$ cat src/sv/psrc_pkg.sv
// Package for the packed symbol rank counter: widths, defaults and shared types.
`timescale 1ns / 1ps

package psrc_pkg;

    localparam int WORD_W               = 64;
    localparam int SYMBOL_W             = 4;
    localparam int TARGET_W             = 32;
    localparam int COUNT_W              = 33;

    localparam int WORD_BITS_DEF        = 64;
    localparam int BITS_PER_SYMBOL_DEF  = 4;

    // Per-beat control carried from the lane stage to the merge stage.
    typedef struct packed {
        logic clear;   // first beat of a query: restart the count
        logic active;  // beat belongs to a running query
        logic done;    // query finished after this beat
    } psrc_ctrl_t;

endpackage

$ cat src/sv/packed_symbol_rank_counter_unit.sv
// Top level: packed symbol rank (occurrence) counter with parallel lane compare.
`timescale 1ns / 1ps
//
//  channel | signals                                          | direction
//  --------+--------------------------------------------------+----------
//  in      | in_valid, in_ready, word, symbol,                | sink
//          | target_position, start_req                       |
//  out     | out_valid, out_ready, count, done_res            | source
//
//  One input beat per cycle sustained while the output is not stalled; each beat
//  yields exactly one output beat, via the lane stage register, then the output register.
//  All LANES symbols of a word are compared in the lane stage and summed by the
//  adder tree in the merge stage, which sets the per-beat work.
//  Reset (rst_n low, async) empties both stages; no query is active, so words
//  read as count 0 with done_res 1 until a beat with start_req.
//  A stalled output holds its beat; the input keeps taking beats while the lane
//  stage has room, so a waiting result does not block the next word.

module packed_symbol_rank_counter_unit #(
    parameter int WORD_BITS       = psrc_pkg::WORD_BITS_DEF,
    parameter int BITS_PER_SYMBOL = psrc_pkg::BITS_PER_SYMBOL_DEF
) (
    input  logic                            clk,
    input  logic                            rst_n,

    input  logic                            in_valid,
    output logic                            in_ready,
    input  logic [psrc_pkg::WORD_W-1:0]     word,
    input  logic [psrc_pkg::SYMBOL_W-1:0]   symbol,
    input  logic [psrc_pkg::TARGET_W-1:0]   target_position,
    input  logic                            start_req,

    output logic                            out_valid,
    input  logic                            out_ready,
    output logic [psrc_pkg::COUNT_W-1:0]    count,
    output logic                            done_res
);
    import psrc_pkg::*;

    localparam int LANES = WORD_BITS / BITS_PER_SYMBOL;

    // ---------------- query state (lane stage) ----------------
    logic [SYMBOL_W-1:0]  query_symbol_reg, query_symbol_next;
    logic [TARGET_W-1:0]  query_target_reg, query_target_next;
    logic [COUNT_W-1:0]   next_pos_reg,     next_pos_next;
    logic                 finished_reg,     finished_next;

    // ---------------- pipeline registers ----------------
    logic                 s1_valid_reg;
    psrc_ctrl_t           s1_ctrl_reg,  s1_ctrl_next;
    logic [LANES-1:0]     s1_hits_reg,  s1_hits_next;

    logic                 out_valid_reg;
    logic [COUNT_W-1:0]   count_reg,    count_next;
    logic                 done_reg;

    logic                 in_beat;
    logic                 out_adv;

    // effective query for the current beat (start overrides latched query)
    logic [SYMBOL_W-1:0]  eff_symbol;
    logic [TARGET_W-1:0]  eff_target;
    logic [COUNT_W-1:0]   eff_pos;
    logic                 eff_active;
    logic [COUNT_W-1:0]   remaining;

    // Output register takes a new beat when empty or being drained.
    assign out_adv  = !out_valid_reg || out_ready;
    assign in_ready = !s1_valid_reg || out_adv;
    assign in_beat  = in_valid && in_ready;

    assign eff_symbol = start_req ? symbol : query_symbol_reg;
    assign eff_target = start_req ? target_position : query_target_reg;
    assign eff_pos    = start_req ? '0 : next_pos_reg;
    assign eff_active = start_req || !finished_reg;

    // While a query runs the next position never passes the target,
    // so this difference is the index of the last lane still counted.
    assign remaining  = COUNT_W'(eff_target) - eff_pos;

    // ---------------- lanes ----------------
    genvar li;
    generate
        for (li = 0; li < LANES; li++) begin : g_lane
            psrc_lane #(
                .BITS_PER_SYMBOL (BITS_PER_SYMBOL),
                .LANE_IDX        (li)
            ) u_lane (
                .lane_bits (word[(LANES-1-li)*BITS_PER_SYMBOL +: BITS_PER_SYMBOL]),
                .sym       (eff_symbol),
                .remaining (remaining),
                .active    (eff_active),
                .hit       (s1_hits_next[li])
            );
        end
    endgenerate

    always_comb
    begin
        query_symbol_next = eff_symbol;
        query_target_next = eff_target;
        finished_next     = !eff_active || (remaining <= COUNT_W'(LANES - 1));
        next_pos_next     = eff_active ? (eff_pos + COUNT_W'(LANES)) : eff_pos;

        s1_ctrl_next.clear  = start_req;
        s1_ctrl_next.active = eff_active;
        s1_ctrl_next.done   = finished_next;
    end

    always_ff @(posedge clk or negedge rst_n)
    begin
        if (!rst_n)
        begin
            query_symbol_reg <= '0;
            query_target_reg <= '0;
            next_pos_reg     <= '0;
            finished_reg     <= 1'b1;
        end
        else if (in_beat)
        begin
            query_symbol_reg <= query_symbol_next;
            query_target_reg <= query_target_next;
            next_pos_reg     <= next_pos_next;
            finished_reg     <= finished_next;
        end
    end

    // Lane stage register
    always_ff @(posedge clk or negedge rst_n)
    begin
        if (!rst_n)
        begin
            s1_valid_reg <= 1'b0;
        end
        else if (in_ready)
        begin
            s1_valid_reg <= in_valid;
        end
    end

    always_ff @(posedge clk)
    begin
        if (in_beat)
        begin
            s1_ctrl_reg <= s1_ctrl_next;
            s1_hits_reg <= s1_hits_next;
        end
    end

    // ---------------- merge ----------------
    psrc_merge #(
        .LANES (LANES)
    ) u_merge (
        .hits       (s1_hits_reg),
        .ctrl       (s1_ctrl_reg),
        .count_cur  (count_reg),
        .count_next (count_next)
    );

    // Output register; count_reg doubles as the running count.
    always_ff @(posedge clk or negedge rst_n)
    begin
        if (!rst_n)
        begin
            out_valid_reg <= 1'b0;
            count_reg     <= '0;
            done_reg      <= 1'b1;
        end
        else if (out_adv)
        begin
            out_valid_reg <= s1_valid_reg;
            if (s1_valid_reg)
            begin
                count_reg <= count_next;
                done_reg  <= s1_ctrl_reg.done;
            end
        end
    end

    assign out_valid = out_valid_reg;
    assign count     = count_reg;
    assign done_res  = done_reg;

`ifndef SYNTHESIS
    // An empty output register never blocks the input.
    a_ready_when_empty: assert property (@(posedge clk) disable iff (!rst_n)
        !out_valid_reg |-> in_ready)
        else $error("input stalled with empty output register");

    // A running query never has its next position beyond the target.
    a_pos_in_range: assert property (@(posedge clk) disable iff (!rst_n)
        !finished_reg |-> (next_pos_reg <= COUNT_W'(query_target_reg)))
        else $error("next position past target while query active");

    // Beats outside a query carry no lane hits.
    a_idle_no_hits: assert property (@(posedge clk) disable iff (!rst_n)
        (s1_valid_reg && !s1_ctrl_reg.active) |-> (s1_hits_reg == '0))
        else $error("lane hits on inactive beat");

    // An inactive beat leaves the count unchanged.
    a_idle_count_hold: assert property (@(posedge clk) disable iff (!rst_n)
        (s1_valid_reg && out_adv && !s1_ctrl_reg.active) |=> (count_reg == $past(count_reg)))
        else $error("count changed on inactive beat");
`endif

endmodule

$ cat src/sv/psrc_lane.sv
// One lane: exact symbol compare, masked against the target position.
`timescale 1ns / 1ps

module psrc_lane #(
    parameter int BITS_PER_SYMBOL = 4,
    parameter int LANE_IDX        = 0
) (
    input  logic [BITS_PER_SYMBOL-1:0]     lane_bits,
    input  logic [psrc_pkg::SYMBOL_W-1:0]  sym,
    input  logic [psrc_pkg::COUNT_W-1:0]   remaining,
    input  logic                           active,
    output logic                           hit
);
    import psrc_pkg::*;

    // Compare at the wider of lane and symbol so an oversized symbol never matches.
    localparam int CMP_W = (BITS_PER_SYMBOL > SYMBOL_W) ? BITS_PER_SYMBOL : SYMBOL_W;

    logic [CMP_W-1:0] lane_ext;
    logic [CMP_W-1:0] sym_ext;
    logic             in_range;

    assign lane_ext = CMP_W'(lane_bits);
    assign sym_ext  = CMP_W'(sym);
    assign in_range = (remaining >= COUNT_W'(LANE_IDX));
    assign hit      = active && in_range && (lane_ext == sym_ext);

endmodule

$ cat src/sv/psrc_merge.sv
// Merge stage: adder tree over lane hits and running count update.
`timescale 1ns / 1ps

module psrc_merge #(
    parameter int LANES = 16
) (
    input  logic [LANES-1:0]              hits,
    input  psrc_pkg::psrc_ctrl_t          ctrl,
    input  logic [psrc_pkg::COUNT_W-1:0]  count_cur,
    output logic [psrc_pkg::COUNT_W-1:0]  count_next
);
    import psrc_pkg::*;

    localparam int HIT_W  = $clog2(LANES + 1);
    localparam int LEVELS = $clog2(LANES);
    localparam int LEAVES = 1 << LEVELS;
    localparam int NODES  = 2 * LEAVES - 1;

    logic [HIT_W-1:0] node [NODES];
    logic [HIT_W-1:0] sum;

    genvar g;
    generate
        for (g = 0; g < LEAVES; g++) begin : g_leaf
            if (g < LANES) begin : g_used
                assign node[LEAVES-1+g] = HIT_W'(hits[g]);
            end else begin : g_pad
                assign node[LEAVES-1+g] = '0;
            end
        end
        for (g = 0; g < LEAVES - 1; g++) begin : g_node
            assign node[g] = node[2*g+1] + node[2*g+2];
        end
    endgenerate

    assign sum = node[0];

    always_comb
    begin
        if (ctrl.clear)
        begin
            count_next = COUNT_W'(sum);
        end
        else if (ctrl.active)
        begin
            count_next = count_cur + COUNT_W'(sum);
        end
        else
        begin
            count_next = count_cur;
        end
    end

endmodule
$ cat config.mk
export PLATFORM = sky130hd
export DESIGN_NAME = packed_symbol_rank_counter_unit
export DESIGN_NICKNAME = d
export VERILOG_FILES = /design/src/sv/psrc_pkg.sv /design/src/sv/packed_symbol_rank_counter_unit.sv /design/src/sv/psrc_lane.sv /design/src/sv/psrc_merge.sv
export SDC_FILE = /design/constraint.sdc
export NUM_CORES = 1
export LEC_CHECK = 0
export BUFFER_PORTS_ARGS = -buffer_cell sky130_fd_sc_hd__buf_2
export CAP_MARGIN = 20
export CORE_MARGIN = 5
export CORE_UTILIZATION = 57
export DETAILED_ROUTE_END_ITERATION = 8
export PLACE_DENSITY = 0.91
export SLEW_MARGIN = 20
export SYNTH_ARGS = -nofsm -noshare
export SYNTH_HDL_FRONTEND = slang
export SYNTH_SLANG_ARGS = --single-unit
$ cat constraint.sdc
create_clock -name clk -period 7 [get_ports clk]
set_input_delay 1.05 -clock clk [delete_from_list [all_inputs] [get_ports clk]]
set_output_delay 1.05 -clock clk [all_outputs]
set_load 0.02 [all_outputs]
# [Word level (Yosys, flattened, before mapping)]
# Cells that the tools add are included.
[totals] reg_bits=125 inputBits=105 out_inout_bits=36 elab_cells=113
[op_classes] n_addsub=18 magnitude_cmp=17 eq_ne=16 mux=6 n_reduce_logical=44
[op_table] operator="$ge A33 B4 Y1 const B" n=8
[op_table] operator="$ge A33 B3 Y1 const B" n=4
[op_table] operator="$mux W33" n=4
[op_table] operator="$ge A33 B1 Y1 const B" n=2
[op_table] operator="$ge A33 B2 Y1 const B" n=2
[op_table] operator="$eq A4 B4 Y1" n=16
[op_table] operator="$add A33 B5 Y33" n=1
[op_table] operator="$add A33 B5 Y33 const B" n=1
[op_table] operator="$le A33 B4 Y1 const B" n=1
[op_table] operator="$logic_and A1 B1 Y1" n=33
[op_table] operator="$sub A32 B33 Y33" n=1
[op_table] operator="$mux W32" n=1
[op_table] operator="$add A1 B1 Y2" n=8
[op_table] operator="$add A2 B2 Y3" n=4
[op_table] operator="$add A3 B3 Y4" n=2
[op_table] operator="$add A4 B4 Y5" n=1
[op_table] operator="$logic_not A1 Y1" n=4
[op_table] operator="$logic_or A1 B1 Y1" n=4
[op_table] operator="$mux W4" n=1
[op_table] operator="$reduce_and A3 Y1" n=1
[op_table] operator="$reduce_and A2 Y1" n=1
[op_table] operator="$reduce_bool A2 Y1" n=1

# [Logic depth before layout (Yosys ltp)]
[depth] ltp_word=7 ltp_mapped=22 ltp_nobuf=22

# [By module]
# Synthesis repeated with hierarchy kept, for this count alone.
[unflattened] cells_unflattened=1249 hier_area_um2=11373.4
[modules_own_cells] module="packed_symbol_rank_counter_unit" n_inst=1 cells_per_inst=760 area_each_um2=7724.9 seq_area_each_um2=3225.6
[modules_own_cells] module="psrc_merge" n_inst=1 cells_per_inst=214 area_each_um2=1576.5 seq_area_each_um2=0.0
[modules_own_cells] module="psrc_lane (g_lane[1].u_lane ...)" n_inst=2 cells_per_inst=18 area_each_um2=123.9 seq_area_each_um2=0.0
[modules_own_cells] module="psrc_lane (g_lane[11].u_lane)" n_inst=1 cells_per_inst=20 area_each_um2=152.6 seq_area_each_um2=0.0
[modules_own_cells] module="psrc_lane (g_lane[5].u_lane)" n_inst=1 cells_per_inst=20 area_each_um2=151.4 seq_area_each_um2=0.0
[modules_own_cells] module="psrc_lane (g_lane[6].u_lane)" n_inst=1 cells_per_inst=16 area_each_um2=140.1 seq_area_each_um2=0.0
[modules_own_cells] module="psrc_lane (g_lane[2].u_lane)" n_inst=1 cells_per_inst=16 area_each_um2=138.9 seq_area_each_um2=0.0
[modules_own_cells] module="psrc_lane (g_lane[4].u_lane)" n_inst=1 cells_per_inst=16 area_each_um2=137.6 seq_area_each_um2=0.0
[modules_own_cells] module="psrc_lane (g_lane[8].u_lane)" n_inst=1 cells_per_inst=16 area_each_um2=136.4 seq_area_each_um2=0.0
[modules_own_cells] module="psrc_lane (g_lane[3].u_lane)" n_inst=1 cells_per_inst=18 area_each_um2=135.1 seq_area_each_um2=0.0
[modules_own_cells] module="psrc_lane (g_lane[12].u_lane)" n_inst=1 cells_per_inst=16 area_each_um2=132.6 seq_area_each_um2=0.0
[modules_own_cells] module="psrc_lane (g_lane[9].u_lane)" n_inst=1 cells_per_inst=19 area_each_um2=131.4 seq_area_each_um2=0.0
[modules_own_cells] module="psrc_lane (g_lane[10].u_lane)" n_inst=1 cells_per_inst=19 area_each_um2=128.9 seq_area_each_um2=0.0
[modules_own_cells] module="psrc_lane (g_lane[13].u_lane)" n_inst=1 cells_per_inst=18 area_each_um2=126.4 seq_area_each_um2=0.0
[modules_own_cells] module="3 more rows"

# [Worst setup path after synthesis]
# No wires, ideal clock.
[synth_path] path_kind="input port to flip-flop" from="input start_req" to="register s1_hits_reg[2], data pin" setup_time_ns=0.271 arrival_ns=5.395 required_time_ns=6.729 path_slack_ns=1.333 cell_stages=17 n_path_buf=4 cell_sequence="buf_1 -> clkbuf_1 -> clkbuf_1 -> mux2i_1 -> ha_1 -> inv_1 -> fa_1 -> a21o_1 -> a221oi_4 -> a21oi_1 -> o21ba_1 -> or3_1 -> a211oi_2 -> or4b_4 -> nor4_4 -> buf_6 -> a31oi_1"
[synth_between] elab_chain_cells=5 word_cells_on_any_way=9 classes_between="add/sub (1); order compare (1); eq/ne (1); mux (3); reduce/logical (3)"
[synth_lines] item="start: declaration" line="packed_symbol_rank_counter_unit.sv:31" source="input logic start_req,"
[synth_lines] item="$mux W32 / $mux W33 (equally long branches)" line="packed_symbol_rank_counter_unit.sv:73, packed_symbol_rank_counter_unit.sv:74"
[synth_lines] item="$sub A32 B33 Y33" line="packed_symbol_rank_counter_unit.sv:79" source="assign remaining = COUNT_W'(eff_target) - eff_pos;"
[synth_lines] item="$ge A33 B2 Y1" line="psrc_lane.sv:25" source="assign in_range = (remaining >= COUNT_W'(LANE_IDX));"
[synth_lines] item="$logic_and A1 B1 Y1" line="psrc_lane.sv:26" source="assign hit = active && in_range && (lane_ext == sym_ext);"
[synth_lines] item="$logic_and A1 B1 Y1 (*)" line="psrc_lane.sv:26"
[synth_lines] item="named net g_lane[2].u_lane.hit" line="psrc_lane.sv:12" source="output logic hit"
[synth_lines] item="end signal: assignment" line="packed_symbol_rank_counter_unit.sv:146" source="s1_hits_reg <= s1_hits_next;"
[synth_lines] item="end: declaration" line="packed_symbol_rank_counter_unit.sv:51" source="logic [LANES-1:0] s1_hits_reg, s1_hits_next;"
# Mark *: on every way through the listed nets, which the timed path passes. The rest lies on a longest branch.
# A chain may end at the register's enable or synchronous reset.

# [Worst setup path after layout]
[layout_path] from="input start_req" to="register s1_hits_reg[1], data pin"
[layout_between] elab_chain_cells=5 word_cells_on_any_way=9 classes_between="add/sub (1); order compare (1); eq/ne (1); mux (3); reduce/logical (3)"
[layout_lines] item="$mux W32" line="packed_symbol_rank_counter_unit.sv:73" source="assign eff_target = start_req ? target_position : query_target_reg;"
[layout_lines] item="named net eff_target[20]" line="packed_symbol_rank_counter_unit.sv:62" source="logic [TARGET_W-1:0] eff_target;"
[layout_lines] item="$sub A32 B33 Y33" line="packed_symbol_rank_counter_unit.sv:79"
[layout_lines] item="$ge A33 B1 Y1" line="psrc_lane.sv:25"
[layout_lines] item="$logic_and A1 B1 Y1 (2 in series)" line="psrc_lane.sv:26"
[layout_lines] item="named net g_lane[1].u_lane.hit" line="psrc_lane.sv:12"
# The timed path passes the listed nets, and every way through them passes these cells.

==> results.md <==
- # setup viols final: 0
- # rows: 47
- Layout Nets: 1339
- Reg2Reg Capture Point: count[32]
- Worst VDD drop: 0.000203 V
- Crit path max fanout: 44
- Vias in the first global route: 8442
- Initial antenna violation count: 1
- Worst slew pin tran: 1.06 ns
- CP bufs+invs: 2
- Met1 usage: 31.8%
- Clock sinks: 125
- Max cap viols: 0
- R2r startpoint: s1_hits_reg[1]
- GPL Wtd Cong: around 0.96
- WP depth: 13
- HP Class: flip-flop to flip-flop
- Total number of vias: ~8300
- CTS tree: built
- # hold bufs at CTS: 0
- CP delay by family, top: simple AND/OR/NAND/NOR gates
- Cell chain of the critical path: buf_2 -> buf_4 -> mux2_2 -> ha_1 -> nand2_1 -> a22oi_1 -> o21ai_0 -> or4_1 -> or4_1 -> nor4_1 -> nand4_1 -> nor4_4 -> a41oi_1
- Unrepaired setup endpoints after global routing: no
- Total wire length: between 20000 and 25000 um
- Met2 Resource Use GR: a little over two fifths
- Largest family of logic cells by synthesized area: simple AND/OR/NAND/NOR gates
- Syn Inst Count: 1055
- CTS clk-pin slew, worst paths: roughly 0.060 ns
- Sequential share of the synthesized area: 33.6%
- Crit Path Class: input pin to flip-flop
- Final Cycle Share: 83.0%
- Initial DRT Pass Iterations: 5
- Final hold violations: 0
- Final HPWL DP: 18400 um
- Post-synth top flop: dfrtp_1
- Largest cells by area after synthesis: dfrtp_1 27%, mux2_2 7.7%, xnor2_1 7.0%, edfxtp_1 5.9%, ha_1 5.6%
- Post-route ant nets: 0
- Max-slew violations: 0
- Share of layout cells above drive strength 1: about 23%
- CP required: roughly 7 ns
- Hold path depth: 1
- Post-cts resize count: 0
- Multiplexer share of the synthesized area: 8.99%
- Critical Path Max Stage Delay: between 0.7 and 0.8 ns
- Slowest stage cell, crit path: nor4_4
- Gr busiest metal: met2
- Fillers: 1301
- DIE AREA: 0.0195 sq mm
- Adder-Cell Fraction of Synth Area: 8.10%
- Crit. End Element: flip-flop
- Finished Core Util: 66.8%
- Static Leakage: between 0.004 and 0.005 uW
- DRC: 0
- F_max: between 0.15 and 0.2 GHz
- Largest net degree at the start of global routing: 76
- Cell Area, Synth: 0.00961 sq mm
- PortBufs: 140
- Synthesized area per cell: 9.10 sq um
- Sum Neg Setup Slack: 0 ns
- Min Tclk post-route: 5.81 ns
- GRT Resource Usage Total: between 20 and 30%
- Clk_lat worst skew: 0.43 ns
- Outcome: finished clean
- Relative slew margins: 29.3%
- Post-synth ARST share: 84.8%
- Clock Skews: 0.0106 ns
- I/O pins: roughly 140
- Flop2flop setup slack: roughly 1.7 ns
- Routed length per instance: approximately 18 um
- Global route overflow: 0
- Synth area leader: dfrtp_1
- CTS Buf Count: 17
- EDFF count, synth: 19
- # diodes: 0
- DRT iter0 DRCs: 687
- R2r worst-path depth: 19
- Critical Path Source: start_req
- Die Wd: 140 um
- CP endpoint: s1_hits_reg[1]
- Crit path launch type: input pin
- Yosys reg bits: 125
- Area grow syn2layout: 15.3%
- Yosys warning total: 0
- Met3 Track Usage GR: 5.21%
- Via density: 5.92
- CORE AREA: approximately 0.017 sq mm
- Die H: 140 um
- CTS root buf: clkbuf_16
- Pwr/cell area: a little under 300 mW/mm^2
- Setup Buffers After CTS: 0
- CP arrival: a little under 6 ns
- Synth Area in Compound Gates: 13.2%
- Share of the synthesized area in the top cell type: 27.1%
- Fraction of the mapped netlist area in simple logic gates: 19.9%
- Synth cell types: 78
- CTS H-tree depth: 4
- Initial core utilization: between 50% and 60%
- Synth Area in XOR/XNOR: 12.3%
- First-pass GRT wire length: 41000 um
- Most used cell, CP: or4_1
- Syn nets: about 1200
- Clk buf depth: 2
[worst reg2reg max path: cells and delay by family (launching register included)]
| kind | cells | cell delay [ns] |
|---|---|---|
| simple gates | 4 | 0.79 |
| fa+ha+maj | 7 | 2.88 |
| compound gates | 3 | 0.45 |
| xor+xnor | 2 | 0.32 |
| buf+inv | 3 | 0.31 |
| flops | 1 | 0.37 |
[area by class of cell]
cell class | count | area (sq um) | share of cell area [%]
clock buffers | 19 | 443 | 4.00
clock inverters | 12 | 139 | 1.25
inverters | 48 | 180 | 1.63
multi-input cells | 835 | 6020 | 54.4
flip-flops and latches | 125 | 3230 | 29.1
well taps | 220 | 275 | 2.49
repair buffers | 152 | 793 | 7.16
[cells in the mapped netlist, types with 16 or more instances]
cell / number
edfxtp_1: 19
nand3_1: 52
o21ai_0: 43
xnor2_1: 77
a21oi_1: 59
ha_1: 43
mux2_2: 66
nand4_1: 20
nand2b_1: 39
nor2_1: 64
xor2_1: 58
inv_1: 47
a21o_1: 16
clkbuf_1: 37
nor3_1: 32
dfrtp_1: 104
nand2_1: 90
[kinds of logic (layout without fill, tap and decap cells)]
family	Yosys count	count (layout)
and+or+nand+nor	373	373
AOI/OAI and AO/OA	194	194
xor gates and xnor gates	135	135
DFF	125	125
buffers and inverters	95	231
muxes	78	78
adders and majority gates	55	55
[worst min path at each step]
stage                               start         endpoint  slack, ns
after floorplan           next_pos_reg[0]  next_pos_reg[0]       0.44
after global placement    next_pos_reg[0]  next_pos_reg[0]       0.46
after detailed placement  next_pos_reg[0]  next_pos_reg[0]       0.46
after CTS                 next_pos_reg[0]  next_pos_reg[0]       0.48
after global routing      next_pos_reg[0]  next_pos_reg[0]       0.50
final                     next_pos_reg[0]  next_pos_reg[0]       0.48
[layout by cell type (no fill, tap or decap), types with 47 or more instances in the layout]
cell type,instances
dfrtp_1,104
nor2_1,64
xnor2_1,77
nand3_1,52
inv_1,47
mux2_2,66
buf_2,139
nand2_1,90
xor2_1,58
a21oi_1,59
[metrics by stage]
stage	cell area (sq um)	cells	setup slack, ns	total power, uW	hold WS [ns]
6_report	11100	1411	1.19	3190	0.483
5_1_grt	11100	1411	0.813	3410	0.501
4_1_cts	11100	1411	1.25	3200	0.477
3_5_place_dp	10500	1380	0.811	2310	0.463
3_3_place_gp	10500	1380	0.928	2240	0.460
2_1_floorplan	9610	1055	1.33	1970	0.445
[power by group]
| group | internal, uW | total [uW] | switching (uW) |
|---|---|---|---|
| Combinational | 610 | 1410 | 798 |
| Clock | 534 | 880 | 346 |
| Sequential | 837 | 905 | 68.2 |
[layer usage]
layer,vias to the layer above,share of wire (%)
li1,3984,-
met1,4008,41
met2,299,50
met3,55,6.1
met4,2,2.4
met5,-,0.040
(Power assumes the default switching activity.)
